### src/rtl/core/csss_pkg.sv
// constants, codes and decode helpers of the seven-segment clock scanner
`timescale 1ns / 1ps
`default_nettype none

package csss_pkg;

    // default timing parameters
    localparam int TICKS_PER_TENTH_DEF   = 40;
    localparam int COLON_HALF_PERIOD_DEF = 200;

    // stream widths
    localparam int IN_DATA_W  = 16;
    localparam int OUT_DATA_W = 16;
    localparam int TOD_W      = 11;
    localparam int SEG_W      = 8;
    localparam int ANODE_W    = 4;
    localparam int HOUR_W     = 5;
    localparam int MINUTE_W   = 6;
    localparam int HOLD_W     = 8;
    localparam int CFG_IDX_W  = 1;
    localparam int CFG_DATA_W = 8;

    // command codes carried in tuser
    typedef enum logic {
        CMD_TICK   = 1'b0,
        CMD_UPDATE = 1'b1
    } command_t;

    // configuration register indexes
    localparam logic [CFG_IDX_W-1:0] REG_TWELVE_HOUR = 1'b0;
    localparam logic [CFG_IDX_W-1:0] REG_HOLDOVER    = 1'b1;

    localparam logic [HOLD_W-1:0] HOLDOVER_RESET = 8'd50;

    // time split constants: hour = (tod * 1093) >> 16 is exact below one day
    localparam logic [TOD_W-1:0] MINUTES_PER_DAY = 11'd1440;
    localparam logic [TOD_W-1:0] HOUR_RECIP      = 11'd1093;
    localparam int               HOUR_SHIFT      = 16;

    // segment patterns
    localparam logic [SEG_W-1:0] PATTERN_DASH  = 8'h40;
    localparam logic [SEG_W-1:0] PATTERN_BLANK = 8'h00;
    localparam logic [SEG_W-1:0] POINT_BIT     = 8'h80;

    // digit positions
    localparam logic [1:0] DIGIT_HOUR_TENS = 2'd0;
    localparam logic [1:0] DIGIT_HOUR_ONES = 2'd1;
    localparam logic [1:0] DIGIT_MIN_TENS  = 2'd2;
    localparam logic [1:0] DIGIT_MIN_ONES  = 2'd3;

    // result fields before packing
    typedef struct packed {
        logic             tenth_pulse;
        logic             colon;
        logic [ANODE_W-1:0] anode_drive;
        logic [SEG_W-1:0] segments;
    } result_t;

    // active-low anode select per digit position
    function automatic logic [ANODE_W-1:0] anode_map(input logic [1:0] digit);
        logic [ANODE_W-1:0] code;
        case (digit)
            DIGIT_HOUR_TENS: code = 4'hD;
            DIGIT_HOUR_ONES: code = 4'hE;
            DIGIT_MIN_TENS:  code = 4'h7;
            DIGIT_MIN_ONES:  code = 4'hB;
            default:         code = 4'hF;
        endcase
        return code;
    endfunction

    // decimal digit to segments a..g
    function automatic logic [SEG_W-1:0] digit_pattern(input logic [3:0] value);
        logic [SEG_W-1:0] pat;
        case (value)
            4'd0:    pat = 8'h3F;
            4'd1:    pat = 8'h06;
            4'd2:    pat = 8'h5B;
            4'd3:    pat = 8'h4F;
            4'd4:    pat = 8'h66;
            4'd5:    pat = 8'h6D;
            4'd6:    pat = 8'h7D;
            4'd7:    pat = 8'h07;
            4'd8:    pat = 8'h7F;
            4'd9:    pat = 8'h67;
            default: pat = PATTERN_BLANK;
        endcase
        return pat;
    endfunction

    // tens digit of a value below 64
    function automatic logic [2:0] tens_of(input logic [5:0] value);
        logic [2:0] tens;
        if (value >= 6'd60)
            tens = 3'd6;
        else if (value >= 6'd50)
            tens = 3'd5;
        else if (value >= 6'd40)
            tens = 3'd4;
        else if (value >= 6'd30)
            tens = 3'd3;
        else if (value >= 6'd20)
            tens = 3'd2;
        else if (value >= 6'd10)
            tens = 3'd1;
        else
            tens = 3'd0;
        return tens;
    endfunction

    // ones digit given the tens digit
    function automatic logic [3:0] ones_of(input logic [5:0] value, input logic [2:0] tens);
        logic [5:0] tens_x10;
        logic [5:0] rest;
        tens_x10 = {tens, 3'b000} + {2'b00, tens, 1'b0};
        rest     = value - tens_x10;
        return rest[3:0];
    endfunction

endpackage

`default_nettype wire

### src/rtl/core/clock_seven_segment_scanner_core.sv
// four-digit multiplexed seven-segment clock scanner, top level
//
//  channel  | signals                         | content
//  ---------+---------------------------------+-----------------------------------
//  s_axis   | tvalid tready tdata tuser       | tuser: command; tdata: time_of_day
//  m_axis   | tvalid tready tdata             | segments, anode_drive, colon, tenth
//  cfg      | valid ready index data          | twelve_hour_mode, holdover_limit
//
// one transaction per cycle: a tick or update is taken from the input side and applied
// to the state at the accepting edge; a tick's result is offered from the next cycle.
// s_axis_tready is high while the output register is empty or being drained, so a
// result held by a stall blocks the input side. Updates produce no result. cfg_ready
// is always high. rst_n resets all but the payload; holdover starts expired (dashes).
`timescale 1ns / 1ps
`default_nettype none

module clock_seven_segment_scanner_core #(
    parameter int TICKS_PER_TENTH   = csss_pkg::TICKS_PER_TENTH_DEF,
    parameter int COLON_HALF_PERIOD = csss_pkg::COLON_HALF_PERIOD_DEF
) (
    input  wire                                 clk,
    input  wire                                 rst_n,
    input  wire                                 s_axis_tvalid,
    output logic                                s_axis_tready,
    // [10:0] time_of_day, [15:11] zero
    input  wire [csss_pkg::IN_DATA_W-1:0]       s_axis_tdata,
    // [0] command
    input  wire [0:0]                           s_axis_tuser,
    output logic                                m_axis_tvalid,
    input  wire                                 m_axis_tready,
    // [7:0] segments, [11:8] anode_drive, [12] colon, [13] tenth_pulse, [15:14] zero
    output logic [csss_pkg::OUT_DATA_W-1:0]     m_axis_tdata,
    input  wire                                 cfg_valid,
    output logic                                cfg_ready,
    input  wire [csss_pkg::CFG_IDX_W-1:0]       cfg_index,
    input  wire [csss_pkg::CFG_DATA_W-1:0]      cfg_data
);
    import csss_pkg::*;

    localparam int SCAN_W  = (TICKS_PER_TENTH > 4) ? $clog2(TICKS_PER_TENTH) : 2;
    localparam int COLON_W = $clog2(COLON_HALF_PERIOD + 1);
    localparam logic [SCAN_W-1:0]  SCAN_LAST  = SCAN_W'(TICKS_PER_TENTH - 1);
    localparam logic [COLON_W-1:0] COLON_LAST = COLON_W'(COLON_HALF_PERIOD);

    // configuration registers
    logic               twelve_hour_reg;
    logic [HOLD_W-1:0]  holdover_limit_reg;

    // display state
    logic [HOUR_W-1:0]   hour_reg,         hour_next;
    logic [MINUTE_W-1:0] minute_reg,       minute_next;
    logic [SCAN_W-1:0]   scan_count_reg,   scan_count_next;
    logic [COLON_W-1:0]  colon_count_reg,  colon_count_next;
    logic                colon_level_reg,  colon_level_next;
    logic [HOLD_W-1:0]   holdover_reg,     holdover_next;

    // output register
    logic                out_valid_reg,    out_valid_next;
    result_t             out_data_reg,     out_data_next;

    logic                in_accept;
    logic                is_tick;
    logic                is_update;

    // time split signals
    logic [TOD_W-1:0]    tod_in;
    logic [TOD_W-1:0]    tod_wrap;
    logic [2*TOD_W-1:0]  hour_prod;
    logic [HOUR_W-1:0]   hour_split;
    logic [TOD_W-1:0]    hour_x60;
    logic [TOD_W-1:0]    minute_full;

    // digit decode signals
    logic [1:0]          digit;
    logic [HOUR_W-1:0]   hour_shown;
    logic [2:0]          hour_tens;
    logic [3:0]          hour_ones;
    logic [2:0]          min_tens;
    logic [3:0]          min_ones;
    logic [SEG_W-1:0]    time_seg;
    logic [SEG_W-1:0]    seg_out;
    logic                pm_point;
    logic                tick_pulse;

    assign cfg_ready     = 1'b1;
    assign s_axis_tready = !out_valid_reg || m_axis_tready;
    assign in_accept     = s_axis_tvalid && s_axis_tready;
    assign is_tick       = in_accept && (command_t'(s_axis_tuser[0]) == CMD_TICK);
    assign is_update     = in_accept && (command_t'(s_axis_tuser[0]) == CMD_UPDATE);

    // time split: wrap past midnight, hour by reciprocal, minute as remainder
    assign tod_in      = s_axis_tdata[TOD_W-1:0];
    assign tod_wrap    = (tod_in >= MINUTES_PER_DAY) ? (tod_in - MINUTES_PER_DAY) : tod_in;
    assign hour_prod   = tod_wrap * HOUR_RECIP;
    assign hour_split  = hour_prod[HOUR_SHIFT +: HOUR_W];
    assign hour_x60    = {hour_split, 6'b000000} - {4'b0000, hour_split, 2'b00};
    assign minute_full = tod_wrap - hour_x60;

    // 12-hour adjustment and digit characters
    always_comb
    begin
        hour_shown = hour_reg;
        if (twelve_hour_reg)
        begin
            if (hour_reg == '0)
                hour_shown = 5'd12;
            else if (hour_reg > 5'd12)
                hour_shown = hour_reg - 5'd12;
        end
        hour_tens = tens_of({1'b0, hour_shown});
        hour_ones = ones_of({1'b0, hour_shown}, hour_tens);
        min_tens  = tens_of(minute_reg);
        min_ones  = ones_of(minute_reg, min_tens);
    end

    // segment pattern of the current digit
    assign digit = scan_count_reg[1:0];

    always_comb
    begin
        case (digit)
            DIGIT_HOUR_TENS:
                time_seg = (twelve_hour_reg && hour_tens == 3'd0) ? PATTERN_BLANK
                                                                  : digit_pattern({1'b0, hour_tens});
            DIGIT_HOUR_ONES: time_seg = digit_pattern(hour_ones);
            DIGIT_MIN_TENS:  time_seg = digit_pattern({1'b0, min_tens});
            DIGIT_MIN_ONES:  time_seg = digit_pattern(min_ones);
            default:         time_seg = PATTERN_BLANK;
        endcase
    end

    assign pm_point = twelve_hour_reg && (hour_reg >= 5'd12) && (digit == DIGIT_MIN_ONES);
    assign seg_out  = ((holdover_reg == '0) ? PATTERN_DASH : time_seg)
                      | (pm_point ? POINT_BIT : '0);
    assign tick_pulse = (scan_count_reg == SCAN_LAST);

    // next state for ticks and updates
    always_comb
    begin
        hour_next        = hour_reg;
        minute_next      = minute_reg;
        scan_count_next  = scan_count_reg;
        colon_count_next = colon_count_reg;
        colon_level_next = colon_level_reg;
        holdover_next    = holdover_reg;
        out_valid_next   = out_valid_reg && !m_axis_tready;
        out_data_next    = out_data_reg;

        if (is_update)
        begin
            hour_next     = hour_split;
            minute_next   = minute_full[MINUTE_W-1:0];
            holdover_next = holdover_limit_reg;
        end

        if (is_tick)
        begin
            // colon half-period counter
            if (colon_count_reg == COLON_LAST)
            begin
                colon_count_next = COLON_W'(1);
                colon_level_next = !colon_level_reg;
            end
            else
            begin
                colon_count_next = colon_count_reg + 1'b1;
            end

            // scan counter and tenth countdown
            if (tick_pulse)
            begin
                scan_count_next = '0;
                if (holdover_reg != '0)
                    holdover_next = holdover_reg - 1'b1;
            end
            else
            begin
                scan_count_next = scan_count_reg + 1'b1;
            end

            out_valid_next            = 1'b1;
            out_data_next.segments    = seg_out;
            out_data_next.anode_drive = anode_map(digit);
            out_data_next.colon       = colon_level_next;
            out_data_next.tenth_pulse = tick_pulse;
        end
    end

    // state and configuration registers
    always_ff @(posedge clk or negedge rst_n)
    begin
        if (!rst_n)
        begin
            twelve_hour_reg    <= 1'b0;
            holdover_limit_reg <= HOLDOVER_RESET;
            hour_reg           <= '0;
            minute_reg         <= '0;
            scan_count_reg     <= '0;
            colon_count_reg    <= '0;
            colon_level_reg    <= 1'b0;
            holdover_reg       <= '0;
            out_valid_reg      <= 1'b0;
        end
        else
        begin
            if (cfg_valid && cfg_ready)
            begin
                if (cfg_index == REG_TWELVE_HOUR)
                    twelve_hour_reg <= cfg_data[0];
                else if (cfg_index == REG_HOLDOVER)
                    holdover_limit_reg <= cfg_data;
            end
            hour_reg        <= hour_next;
            minute_reg      <= minute_next;
            scan_count_reg  <= scan_count_next;
            colon_count_reg <= colon_count_next;
            colon_level_reg <= colon_level_next;
            holdover_reg    <= holdover_next;
            out_valid_reg   <= out_valid_next;
        end
    end

    // result payload, no reset needed
    always_ff @(posedge clk)
    begin
        out_data_reg <= out_data_next;
    end

    assign m_axis_tvalid = out_valid_reg;
    assign m_axis_tdata  = {2'b00, out_data_reg};

endmodule

`default_nettype wire

### config.mk
export PLATFORM = sky130hd
export DESIGN_NAME = clock_seven_segment_scanner_core
export DESIGN_NICKNAME = d
export VERILOG_FILES = /design/src/rtl/core/csss_pkg.sv /design/src/rtl/core/clock_seven_segment_scanner_core.sv
export SDC_FILE = /design/constraint.sdc
export NUM_CORES = 1
export LEC_CHECK = 0
export BUFFER_PORTS_ARGS = -buffer_cell sky130_fd_sc_hd__buf_2
export CAP_MARGIN = 20
export CORE_UTILIZATION = 45
export CTS_BUF_LIST = sky130_fd_sc_hd__clkbuf_2
export DETAILED_ROUTE_END_ITERATION = 10
export GPL_ROUTABILITY_DRIVEN = 0
export GPL_TIMING_DRIVEN = 1
export MAX_ROUTING_LAYER = met4
export PLACE_DENSITY = 0.66
export REMOVE_ABC_BUFFERS = 1
export SLEW_MARGIN = 40
export SYNTH_ARGS = -nofsm -noshare
export SYNTH_HDL_FRONTEND = slang
export SYNTH_SLANG_ARGS = --single-unit
### constraint.sdc
create_clock -name clk -period 3.8 [get_ports clk]
set_clock_uncertainty 0.05 [all_clocks]
set_input_delay 0.38 -clock clk [delete_from_list [all_inputs] [get_ports clk]]
set_output_delay 0.38 -clock clk [all_outputs]
set_load 0.03 [all_outputs]
Word level (Yosys, flattened, before mapping). Memory sizes are Yosys's and may differ from the RTL's. Index checks and enable logic that the tools add are counted.

Register bits: 58. Memory bits (read-only): 336. Bits of input ports: 31. Memories kept: 4.

Add/sub/neg operators: 11. Multiply operators: 1. Magnitude comparators: 15. Eq/ne operators: 5. Muxes and demuxes: 29. Bitwise operators: 3. Reduce and logical (&&, ||, !) cells: 18.

Memory list: (no name shown) (words 16, width 7, rd ports 1, clocked after memory_dff 0, write ports 0, line csss_pkg.sv:75) `case (value)`; (no name shown) (words 16, width 7, rd ports 1, clocked after memory_dff 0, write ports 0, line csss_pkg.sv:75); (no name shown) (words 8, width 7, rd ports 1, clocked after memory_dff 0, write ports 0, line csss_pkg.sv:75); (no name shown) (words 8, width 7, rd ports 1, clocked after memory_dff 0, write ports 0, line csss_pkg.sv:75).

Operator list (number): $mux 8 (8); $pmux 8 s4 (1); $mul 11x11->21 const B (1); $ge 5x6->1 const B (3); $ge 6x6->1 const B (3); $mux 3 (6); $pmux 4 s4 (1); $mux 5 (3); $ge 6x5->1 const B (2); $ge 11x11->1 const B (1); $mux 11 (1); $sub 11x11->11 const B (1); $ge 5x4->1 const B (2); $ge 5x5->1 const B (2); $add 4x4->4 (2); $add 8x1->8 const B (1); $eq 8x8->1 const B (1); $logic_not 8->1 (1); $mux 2 (4); $or 8x8->8 (1); $reduce_bool 8->1 (1); $sub 4x4->4 (2); $sub 8x1->8 const B (1); $logic_and 1x1->1 (7); other kinds (18) (26).

Longest topological paths before layout.
Depth in word-level cells: 17. Depth in mapped cells: 27. Gate-level depth less buffers: 27.

Least setup slack after synthesis. OpenSTA, ideal clock, no wires.

Kind: input port to flip-flop. Start: in s_axis_tdata[5] (netlist name). End: reg minute_reg[5]. Setup time: 0.136 ns. Arrival: 5.287 ns. Slack: -1.673 ns. Cell stages on the path: 24. Path through: inv_1 -> ha_1 -> inv_1 -> a31oi_1 -> nor2_1 -> o311ai_0 -> ha_1 -> inv_1 -> fa_1 -> inv_1 -> ha_1 -> ha_1 -> ha_1 -> and3_1 -> o2111ai_1 -> a221o_1 -> a31oi_1 -> xnor2_1 -> ha_1 -> a21o_1 -> a21oi_1 -> xnor2_1 -> xnor2_1 -> o21ai_0.

Longest elaborated chain between the ends: 5.

Ends and longest elaborated chain: from (decl) (line clock_seven_segment_scanner_core.sv:26) `input wire [csss_pkg::IN_DATA_W-1:0] s_axis_tdata,`; $sub 11x11->11 / $ge 11x11->1 (equally long branches) (line clock_seven_segment_scanner_core.sv:93) `assign tod_wrap = (tod_in >= MINUTES_PER_DAY) ? (tod_in - MINUTES_PER_DAY) : tod_in;`; $mux 11 * (line clock_seven_segment_scanner_core.sv:93); $mul 11x11->21 * (line clock_seven_segment_scanner_core.sv:94) `assign hour_prod = tod_wrap * HOUR_RECIP;`; named net hour_prod[17] (line clock_seven_segment_scanner_core.sv:68) `logic [2*TOD_W-1:0] hour_prod;`; $sub 1x6->6 * (line clock_seven_segment_scanner_core.sv:96) `assign hour_x60 = {hour_split, 6'b000000} - {4'b0000, hour_split, 2'b00};`; $sub 6x6->6 * (line clock_seven_segment_scanner_core.sv:97) `assign minute_full = tod_wrap - hour_x60;`; to (signal assigned) (line clock_seven_segment_scanner_core.sv:214) `minute_reg <= minute_next;`; to (decl) (line clock_seven_segment_scanner_core.sv:51) `logic [MINUTE_W-1:0] minute_reg, minute_next;`.

The timed path passes the listed nets; every way through them passes the cells marked *. A chain may end at the register's enable or synchronous reset.

Worst setup path in the final report.
Start: in s_axis_tdata[3] (netlist name). End: reg minute_reg[5].

The elaborated chain is that of the path after synthesis.

==> summary.md <==
| Metric | Value |
|---|---|
| Dominant synthesized flop cell | dfrtp_1 |
| Most frequent cells in the layout | buf_4, ha_1, nand2_1, inv_1, dfrtp_1 |
| Post-DP HPWL | slightly below 10000 µm |
| Failing checks | DRC, setup timing |
| Leak | between 3 and 4 nW |
| PwrDens | 671 nW/µm² |
| Synth Register Bits | 58 |
| Largest net degree at the start of global routing | 45 |
| GRT Total Usage | roughly 22% |
| Worst Hold Class | input port to flop |
| Layout Utilization | 60.2% |
| Sequential Area | about 1500 µm² |
| Die outline height | between 100 and 150 µm |
| Final ANT Viol Nets | 0 |
| Final net count | roughly 860 |
| Critical Path Start Type | input port |
| Crit-path max FO | 4 |
| Via count | approximately 5k |
| Post-synth EDFFs | 14 |
| CTS tree | yes |
| Synth Instances | 607 |
| Core box area | around 12000 µm² |
| CP Capture Type | flop |
| Final WS setup | -1110 ps |
| Worst Max-Slew Pin Slew | 821 ps |
| Fin crit share | 129% |
| Ports | 50 |
| Placed Cells | 833 |
| Status | complete, but fails checks |
| CTS clock-pin slew for the worst setup and hold paths | 190 ps |
| Vias per cell | between 5 and 6 |
| Seq/Total Area, Yosys | between 20 and 30% |
| Fin. Hold Viols | 0 |
| Port bufs | approximately 40 |
| Htree depth | 3 |
| Num CTS Buffers | 9 |
| Final Setup Violations | 9 |
| First-pass GRT wire length | around 22000 µm |
| Layout cells sized above 1 | 32.4% |
| Initial antenna violation count | 1 |
| Largest register FFs | 14 |
| Fraction of registers with async set/reset | between 70% and 80% |
| Slew HR | approximately 45% |
| Max Cap Violations | 0 |
| Commonest non-fill, non-tap cell in the layout | buf_4 |
| Clk_lat worst skew | just over 500 ps |
| First DRT Iteration DRCs | 303 |
| WP data arrival | 5270 ps |
| Drt total wl | ~14000 µm |
| Tot Pwr | approximately 0.0049 W |
| Initial Util | 46.1% |
| Clock Root Buffer | clkbuf_2 |
| Multi-input gate area | 4290 µm² |
| Worst Setup Path Type | input port to flop |
| VDD IR max | 0.000309 V |
| DRC | 1 |
| Clock Tree Buf Depth | 2 |
| WL/cell | between 15 and 20 µm |
| Synthesis-to-layout area growth | 30.6% |
| F_max | around 200 MHz |
| Die area | around 13000 µm² |
| Max Slew Vio Count | 0 |
| Crit path required time | 4160 ps |
| Syn_area_per_cell | between 9 and 10 µm² |
| Yosys cell types | 70 |
| DRT Pass-1 Iters | 10 |
| Vias in the first global route | 4773 |
| Die width | between 100 and 150 µm |
| Fin crit period | between 4000 and 5000 ps |
| Site Rows | 40 |
| YS warnings | 0 |
| Fillers | around 1000 |
| Post-Syn Area | approximately 5500 µm² |
| Clock Sinks | 58 |
| Non-filler instance count after layout | between 800 and 900 |
| RSZ-0062 raised after global routing | yes |
| Grt ovf | 0 |
[metal layers]
| metal | vias to the layer above | track usage, % | part of all wire [%] |
|---|---|---|---|
| met4 | 0 | 8.07 | 2.2 |
| met2 | 141 | 37.9 | 51 |
| li1 | 2455 | - | - |
| met3 | 30 | 3.27 | 3.4 |
| met5 | - | - | 0 |
| met1 | 2442 | 26.7 | 43 |
[path summary, 6_finish.rpt]
path / slack [ps] / end / cells after the start / startpoint
worst max-delay path: -1110 / minute_reg[5] / 25 / s_axis_tdata[3]
worst min-delay path: 40 / holdover_limit_reg[1] / 2 / cfg_data[1]
worst max register to register: 210 / m_axis_tdata[0] / 14 / hour_reg[2]
worst min register to register: 450 / colon_level_reg / 1 / colon_level_reg
max in group asynchronous: 2960 / scan_count_reg[5] / 2 / rst_n
min in group asynchronous: 330 / colon_count_reg[7] / 2 / rst_n
[synth_stat cells (all sizes together) (5+ instances only)]
library cell	instances	area [µm²]
a2111oi	5	45.0
a211oi	9	80.1
a21o	5	37.5
a21oi	29	145
a31oi	11	68.8
and2	5	31.3
and3	12	75.1
buf	5	32.5
clkbuf	14	52.6
dfrtp	41	1030
edfxtp	14	420
fa	7	140
ha	96	1200
inv	54	203
mux2	15	169
mux2i	7	70.1
nand2	50	188
nand2b	9	56.3
nand3	10	50.1
nand4	8	50.1
nor2	35	131
nor2b	5	31.3
nor3	12	60.1
nor3b	6	45.0
nor4	6	37.5
o21a	6	45.0
o21ai	44	220
xnor2	15	131
[worst max-delay path: stages]
cell and delay (ps):
buf_8 100, nor4_4 310, a31oi_4 150, nor2_4 150, o21ai_4 90, nand2_1 90, o21ai_2 80, ha_4 280
inv_2 40, fa_1 540, inv_2 50, ha_4 270, ha_4 200, ha_4 260, and3_4 160, o2111ai_2 100
a221o_1 480, a311oi_2 330, nor2_1 120, xnor2_1 260, ha_1 320, a21oi_2 140, xnor2_1 140, xnor2_1 140
o21ai_1 70
[power by group]
part	switching, W	internal, W	total (W)
sequential	0.000197	0.000831	0.00103
combinational	0.00182	0.00155	0.00337
clock	0.000245	0.000217	0.000462
[area by class of cell]
class | instances | area share [%]
Inverter | 56 | 2.91
Sequential cell | 58 | 21.1
Clock buffer | 10 | 0.692
Clock inverter | 6 | 1.11
Antenna cell | 1 | 0.0346
Timing Repair Buffer | 127 | 12.4
Tap cell | 147 | 2.54
Multi-Input combinational cell | 475 | 59.3
[logic make-up after synthesis]
| family | Yosys count | synth area share (%) |
|---|---|---|
| and+or+nand+nor | 175 | 16.3 |
| muxes | 22 | 4.31 |
| DFF | 58 | 27.5 |
| buffers and inverters | 75 | 5.33 |
| AOI/OAI and AO/OA | 151 | 18.6 |
| xor gates and xnor gates | 20 | 3.41 |
| other | 2 | 0.136 |
| adders and majority gates | 104 | 24.4 |
[through the flow]
| stage | hold WS, ps | setup TNS, ps | worst slack [ps] | area [µm²] |
|---|---|---|---|---|
| 2_1_floorplan | 34.4 | -10510 | -1670 | 5460 |
| 3_3_place_gp | 420 | -11740 | -1760 | 6270 |
| 3_5_place_dp | 369 | -13260 | -1950 | 6280 |
| 4_1_cts | 4.67 | -4750 | -895 | 6920 |
| 5_1_grt | 19.2 | -6650 | -1230 | 7240 |
| 6_report | 42.2 | -5530 | -1110 | 7240 |
[what timing repair did]
item                       4_1_cts  5_1_grt
hold buffers                     5        0
pin swaps                       48       48
resized for setup               66       42
setup endpoints to repair        9       16
hold endpoints to repair        45        0
setup buffers                   13       15
Note: power is estimated with default switching activity, not from simulation.
